**config.mk**
```make
export PLATFORM = sky130hd
export DESIGN_NAME = frame_buffer_rotation_manager_top
export DESIGN_NICKNAME = d
export VERILOG_FILES = /design/src/rtl/core/fbrm_pkg.sv /design/src/rtl/core/fbrm_engine.sv /design/src/rtl/core/frame_buffer_rotation_manager_top.sv
export SDC_FILE = /design/constraint.sdc
export NUM_CORES = 1
export LEC_CHECK = 0
export BUFFER_PORTS_ARGS = -buffer_cell sky130_fd_sc_hd__buf_4
export CORE_AREA = 2 2 52 54
export CTS_BUF_LIST = sky130_fd_sc_hd__clkbuf_8
export CTS_CLUSTER_SIZE = 25
export DETAILED_ROUTE_END_ITERATION = 10
export DIE_AREA = 0 0 54 56
export PLACE_DENSITY_LB_ADDON = 0.3
export SLEW_MARGIN = 10
export SYNTH_ARGS = -nofsm -noshare
export SYNTH_HDL_FRONTEND = slang
export SYNTH_HIERARCHICAL = 1
export SYNTH_SLANG_ARGS = --single-unit
```
**constraint.sdc**
```tcl
create_clock -name clk_i -period 1.97 [get_ports clk_i]
set_input_delay 0.394 -clock clk_i [delete_from_list [all_inputs] [get_ports clk_i]]
set_output_delay 0.394 -clock clk_i [all_outputs]
set_load 0.05 [all_outputs]
```
**src/rtl/core/fbrm_pkg.sv**
```systemverilog
// Package for the frame buffer rotation manager: pool size, opcodes,
// sequencer states, result struct and pointer helpers. No dependencies.
`timescale 1ns / 1ps

package fbrm_pkg;

  // Pool size and derived widths
  localparam int FRAME_COUNT = 3;
  localparam int FRM_W       = (FRAME_COUNT > 1) ? $clog2(FRAME_COUNT) : 1;
  localparam int IDX_W       = 4;
  localparam int OP_W        = 2;

  localparam logic [FRM_W-1:0] FRM_LAST = FRM_W'(FRAME_COUNT - 1);

  typedef enum logic [OP_W-1:0] {
    OP_CAPTURE = 2'd0,
    OP_PROCESS = 2'd1,
    OP_DISPLAY = 2'd2,
    OP_RELEASE = 2'd3
  } fbrm_op_e;

  typedef enum logic [1:0] {
    ST_IDLE,
    ST_SCAN,
    ST_HOLD
  } fbrm_state_e;

  typedef struct packed {
    logic             granted;
    logic [IDX_W-1:0] index;
  } fbrm_res_t;

  // Step a frame pointer forward with wraparound
  function automatic logic [FRM_W-1:0] fbrm_next(input logic [FRM_W-1:0] p);
    logic [FRM_W-1:0] r;
    r = (p == FRM_LAST) ? '0 : p + FRM_W'(1);
    return r;
  endfunction

  // Step a frame pointer back with wraparound
  function automatic logic [FRM_W-1:0] fbrm_prev(input logic [FRM_W-1:0] p);
    logic [FRM_W-1:0] r;
    r = (p == '0) ? FRM_LAST : p - FRM_W'(1);
    return r;
  endfunction

endpackage

```
**src/rtl/core/fbrm_engine.sv**
```systemverilog
// Lock table and request sequencer of the frame buffer rotation manager.
// One lock-bit probe per cycle under a small state machine; uses fbrm_pkg.
`timescale 1ns / 1ps

module fbrm_engine import fbrm_pkg::*; (
  input  logic             clk_i,
  input  logic             rst_ni,
  input  logic             req_valid_i,
  input  fbrm_op_e         req_op_i,
  input  logic [IDX_W-1:0] req_index_i,
  output logic             req_ready_o,
  output logic             res_valid_o,
  output fbrm_res_t        res_o,
  input  logic             res_ready_i
);

  fbrm_state_e state_q, state_d;
  fbrm_op_e    op_q, op_d;
  logic [FRM_W-1:0] ptr_q, ptr_d;
  logic [FRM_W-1:0] cnt_q, cnt_d;
  logic [FRM_W-1:0] cap_q, cap_d;
  logic [FRM_W-1:0] proc_q, proc_d;
  logic [FRAME_COUNT-1:0] lock_q, lock_d;
  fbrm_res_t res_q, res_d;
  logic hit;
  logic in_range;

  // Shared probe: lock bit of the frame under the pointer
  assign hit      = lock_q[ptr_q];
  assign in_range = {1'b0, req_index_i} < (IDX_W + 1)'(FRAME_COUNT);

  // Hold the sequencer state
  always_ff @(posedge clk_i or negedge rst_ni) begin
    if (!rst_ni) begin
      state_q <= ST_IDLE;
    end else begin
      state_q <= state_d;
    end
  end

  // Hold pool state and working registers
  always_ff @(posedge clk_i or negedge rst_ni) begin
    if (!rst_ni) begin
      lock_q <= '0;
      cap_q  <= '0;
      proc_q <= '0;
      op_q   <= OP_CAPTURE;
      ptr_q  <= '0;
      cnt_q  <= '0;
    end else begin
      lock_q <= lock_d;
      cap_q  <= cap_d;
      proc_q <= proc_d;
      op_q   <= op_d;
      ptr_q  <= ptr_d;
      cnt_q  <= cnt_d;
    end
  end

  // Result payload needs no reset
  always_ff @(posedge clk_i) begin
    res_q <= res_d;
  end

  // Next state and datapath control
  always_comb begin
    state_d = state_q;
    op_d    = op_q;
    ptr_d   = ptr_q;
    cnt_d   = cnt_q;
    cap_d   = cap_q;
    proc_d  = proc_q;
    lock_d  = lock_q;
    res_d   = res_q;
    unique case (state_q)
      ST_IDLE: begin
        if (req_valid_i) begin
          op_d    = req_op_i;
          cnt_d   = '0;
          state_d = ST_SCAN;
          unique case (req_op_i)
            OP_CAPTURE: ptr_d = cap_q;
            OP_PROCESS: ptr_d = fbrm_prev(cap_q);
            OP_DISPLAY: ptr_d = proc_q;
            OP_RELEASE: begin
              if (in_range) begin
                ptr_d = req_index_i[FRM_W-1:0];
              end else begin
                res_d   = '0;
                state_d = ST_HOLD;
              end
            end
            default: state_d = ST_IDLE;
          endcase
        end
      end
      ST_SCAN: begin
        state_d = ST_HOLD;
        res_d   = '{granted: 1'b1, index: IDX_W'(ptr_q)};
        unique case (op_q)
          OP_CAPTURE: begin
            // Walk round-robin until a free frame turns up
            if (!hit) begin
              lock_d[ptr_q] = 1'b1;
              cap_d         = fbrm_next(ptr_q);
            end else if (cnt_q == FRM_LAST) begin
              res_d = '0;
            end else begin
              ptr_d   = fbrm_next(ptr_q);
              cnt_d   = cnt_q + FRM_W'(1);
              state_d = ST_SCAN;
            end
          end
          OP_PROCESS: begin
            if (hit) begin
              proc_d = ptr_q;
            end else begin
              res_d = '0;
            end
          end
          OP_DISPLAY: begin
            if (!hit) begin
              res_d = '0;
            end
          end
          OP_RELEASE: lock_d[ptr_q] = 1'b0;
          default: res_d = '0;
        endcase
      end
      ST_HOLD: begin
        if (res_ready_i) begin
          state_d = ST_IDLE;
        end
      end
      default: state_d = ST_IDLE;
    endcase
  end

  assign req_ready_o = (state_q == ST_IDLE);
  assign res_valid_o = (state_q == ST_HOLD);
  assign res_o       = res_q;

endmodule

```
**src/rtl/core/frame_buffer_rotation_manager_top.sv**
```systemverilog
// Frame buffer rotation manager: frame pool lock manager with stream ports.
// Channels:
//   s_axis  request transfer; tuser = opcode (0 capture, 1 process,
//           2 display, 3 release), tdata = frame index for release.
//   m_axis  result transfer; tuser = granted, tdata = granted frame index.
// Every request yields exactly one result, in request order.
// Requests are taken one at a time: a new one only once the sequencer is
// back in idle. A capture probes one lock bit per cycle round-robin from the
// capture pointer, so its scan probes 1 to FRAME_COUNT frames; process,
// display and release take one probe, an out-of-range release none. The
// sequencer then holds the result until the output register takes it, which
// raises m_axis_tvalid, and returns to idle.
// Reset clears all lock bits and both frame pointers and empties the
// output register; the block is ready right after reset.
// A stalled receiver holds the result in the output register; the next
// request is still taken and worked on, and its result waits in the
// sequencer until the output register frees up.
// Uses fbrm_pkg and fbrm_engine.
`timescale 1ns / 1ps

module frame_buffer_rotation_manager_top import fbrm_pkg::*; (
  input  logic       clk_i,
  input  logic       rst_ni,
  input  logic       s_axis_tvalid,
  output logic       s_axis_tready,
  input  logic [7:0] s_axis_tdata,   // [3:0] frame_index, [7:4] zero
  input  logic [1:0] s_axis_tuser,   // [1:0] opcode
  output logic       m_axis_tvalid,
  input  logic       m_axis_tready,
  output logic [7:0] m_axis_tdata,   // [3:0] granted_index, [7:4] zero
  output logic [0:0] m_axis_tuser    // [0] granted
);

  logic      res_valid;
  logic      res_ready;
  fbrm_res_t res;
  logic      out_valid_q, out_valid_d;
  fbrm_res_t out_res_q;

  fbrm_engine u_engine (
    .clk_i       (clk_i),
    .rst_ni      (rst_ni),
    .req_valid_i (s_axis_tvalid),
    .req_op_i    (fbrm_op_e'(s_axis_tuser)),
    .req_index_i (s_axis_tdata[IDX_W-1:0]),
    .req_ready_o (s_axis_tready),
    .res_valid_o (res_valid),
    .res_o       (res),
    .res_ready_i (res_ready)
  );

  // Take a new result when the output register is empty or draining
  assign res_ready = !out_valid_q || m_axis_tready;

  always_comb begin
    out_valid_d = out_valid_q;
    if (res_valid && res_ready) begin
      out_valid_d = 1'b1;
    end else if (m_axis_tready) begin
      out_valid_d = 1'b0;
    end
  end

  always_ff @(posedge clk_i or negedge rst_ni) begin
    if (!rst_ni) begin
      out_valid_q <= 1'b0;
    end else begin
      out_valid_q <= out_valid_d;
    end
  end

  // Load the output payload on each result transfer
  always_ff @(posedge clk_i) begin
    if (res_valid && res_ready) begin
      out_res_q <= res;
    end
  end

  assign m_axis_tvalid = out_valid_q;
  assign m_axis_tdata  = 8'(out_res_q.index);
  assign m_axis_tuser  = out_res_q.granted;

endmodule

```
==> flow_summary.ini <==
[outcome]
status = finished, final reports clean

[routing]
routed-via-count = 959
wl_per_cell_um = 14.4
via_per_inst = 5.45
firstDrtPassIters = 4
drc = 0
detail-route-antenna-nets = 0
drtIter0Drc = 16
wl_um = 2540

[finish]
utilization_pct = 64.5
stdcell_area_sq_mm = 0.00157
fin_cells = 176
nNetsFinal = 167
num_antenna_cells = 0
syn_to_final_growth_pct = 18.0
drive_gt1_share_pct = 26.7
nFillCells = 202

[place]
place_area_sq_mm = 0.00149
dpl.hpwl_um = 1880
dp_cells = 171
place.gp.congestion = 0.804
portBuffers = 16

[logic_synthesis]
synthCells = 123
synthTopCellsByArea = dfrtp_1 (30%), edfxtp_1 (18%), ha_1 (5.6%)
synth_most_common_cell = dfrtp_1
synth_flop_cell = dfrtp_1
postSynthAreaPerCell_sq_um = 10.8
yosys_register_bits = 24
synth_compound_gate_area_share_pct = 13.1
seq_area_frac_synth_pct = 48.2
yosysTopAreaCellShare_pct = 30.1
synth.area.mux_share_pct = 10.2
synthTopCellsByCount = dfrtp_1 (16), nand2_1 (11), inv_1 (9), edfxtp_1 (8), nor2_1 (7)
synthSimpleGateAreaFrac_pct = 15.3
synthXorXnorAreaFrac_pct = 0
synth_top_family_by_area = simple AND/OR/NAND/NOR gates
syn_area_sq_mm = 0.00133
ys_types = 36
yosys.area.top_type = dfrtp_1
yosysWarnings = 6
synthAdderAreaFrac_pct = 5.65
synth-edff-count = 8
ys_async_sr_fraction_pct = 66.7

[cts]
ctsResizeCount = 0
insertion_delay_ns = 0.27
numCtsBuffers = 3
cts_tree = built
cts-root-buf = clkbuf_8
cts-htree-levels = 1
ctsHoldBuffers = 1
clock_sink_count = 24
cts_max_path_buffers = 2
clk_pin_slew_ns = 0.09
cts_setup_buffers = 0

[sta]
drv_slew = 0
setup_viol = 0
slew_headroom_pct = 58.7
worstMarginPinSlew_ns = 0.612
skew_ns = 0.00950
rsz0062_at_grt = no
max_freq_ghz = 0.540
finalCritPeriodShare_pct = 93.9
finalSetupTns_ns = 0
finalCriticalPeriod_ns = 1.85
hold_viol = 0

[die]
ios = 25
initial_utilization_pct = 54.6
dieArea_sq_mm = 0.00302
fp-row-count = 18
chipHeight_um = 56
die-width_um = 54
core_area_sq_mm = 0.00243

[critical_path]
worst_ep_required_time_ns = 1.98
critical_path_arrival_ns = 1.86
end_kind = flip-flop
rr_startpoint = u_engine/ptr_q[0]
crit_type = flip-flop to flip-flop
worstSetupStartpointType = flip-flop
startpoint = u_engine/ptr_q[0]
crit_fanout = 4

[power_and_ir_drop]
p_total_uw = 2490
ir_drop_mv = 0.854
powerDensity_mw_per_mm2 = 1590
leakagePower_uw = 0.000719

[worst_hold_path]
hold_class = input pin to flip-flop
hp-start = m_axis_tready

[global_route]
grt_max_degree = 17
grt_pass1_vias = 1022
antenna_found_initial = 0
grt_pass1_wl_um = 4420
grt.overflow.total = 0
track_usage_pct = 20.1

[job]
max_cap_viol_count = 0
==> routing by layer <==
layer | track usage, % | up-vias | share of wire [%]
met5 | 0 | - | 0
met4 | 12.1 | 0 | 3.2
met3 | 3.23 | 8 | 5.3
met2 | 33.8 | 37 | 52
met1 | 22.8 | 446 | 39
li1 | - | 468 | -
==> kinds of logic after synthesis <==
| kind of cell | Yosys count |
|---|---|
| AOI/OAI and AO/OA | 25 |
| buffers and inverters | 17 |
| adders and majority gates | 6 |
| other | 2 |
| muxes | 11 |
| DFF | 24 |
| and+or+nand+nor | 38 |
==> critical path: stages, from the launching register on <==
cell and delay, ns:
dfrtp_1 0.44, mux2_4 0.35, a21o_1 0.21, a2111oi_2 0.50, nor3_1 0.10
==> cells in the final DEF (no fill, tap or decap), types with 2 or more instances in the layout <==
master	Yosys	final
o211ai_1	2	2
edfxtp_1	8	8
nor3_1	2	2
buf_4	6	22
a21o_1	3	3
clkbuf_8	0	3
conb_1	2	6
nor2_1	7	7
nand3_1	4	4
a31oi_1	4	4
nand2b_1	2	2
nand2_1	11	11
dfrtp_1	16	16
nor2b_1	5	5
a21oi_1	4	4
inv_1	9	9
mux2_2	6	6
a211oi_1	2	2
ha_1	6	6
mux2i_1	3	3
o21ai_0	5	5
==> power by group <==
part           switching, uW  leakage, uW  internal [uW]
sequential               150     0.000275            711
clock                    157    0.0000357            272
combinational            694     0.000408            504
==> final cells by class <==
class                   instances  area (sq um)  share of cell area [%]
clock buffers                   3          41.3                    2.63
well taps                      30          37.5                    2.39
flip-flops and latches         24           641                    40.9
clock inverters                 1          30.0                    1.92
multi-input cells              86           609                    38.9
inverters                       9          33.8                    2.15
repair buffers                 23           175                    11.2
==> final timing paths <==
path                                                    to  slack [ns]  depth (start not counted)
worst max-delay path                     u_engine/res_o[1]        0.12                          4
worst min-delay path                         m_axis_tvalid        0.39                          3
worst max register to register           u_engine/res_o[1]        0.12                          4
worst min register to register             m_axis_tdata[0]        0.43                          0
max in group asynchronous       asynchronous set/reset pin        1.25                          2
min in group asynchronous                    m_axis_tvalid        0.52                          2
==> stage by stage <==
step / hold WS [ns] / worst slack [ns]
2_1_floorplan: 0.0984 / 0.194
3_5_place_dp: 0.273 / 0.170
5_1_grt: 0.413 / 0.0776
4_1_cts: 0.394 / 0.161
6_report: 0.391 / 0.119
3_3_place_gp: 0.269 / 0.185
Power figures use the tool's default switching activity.
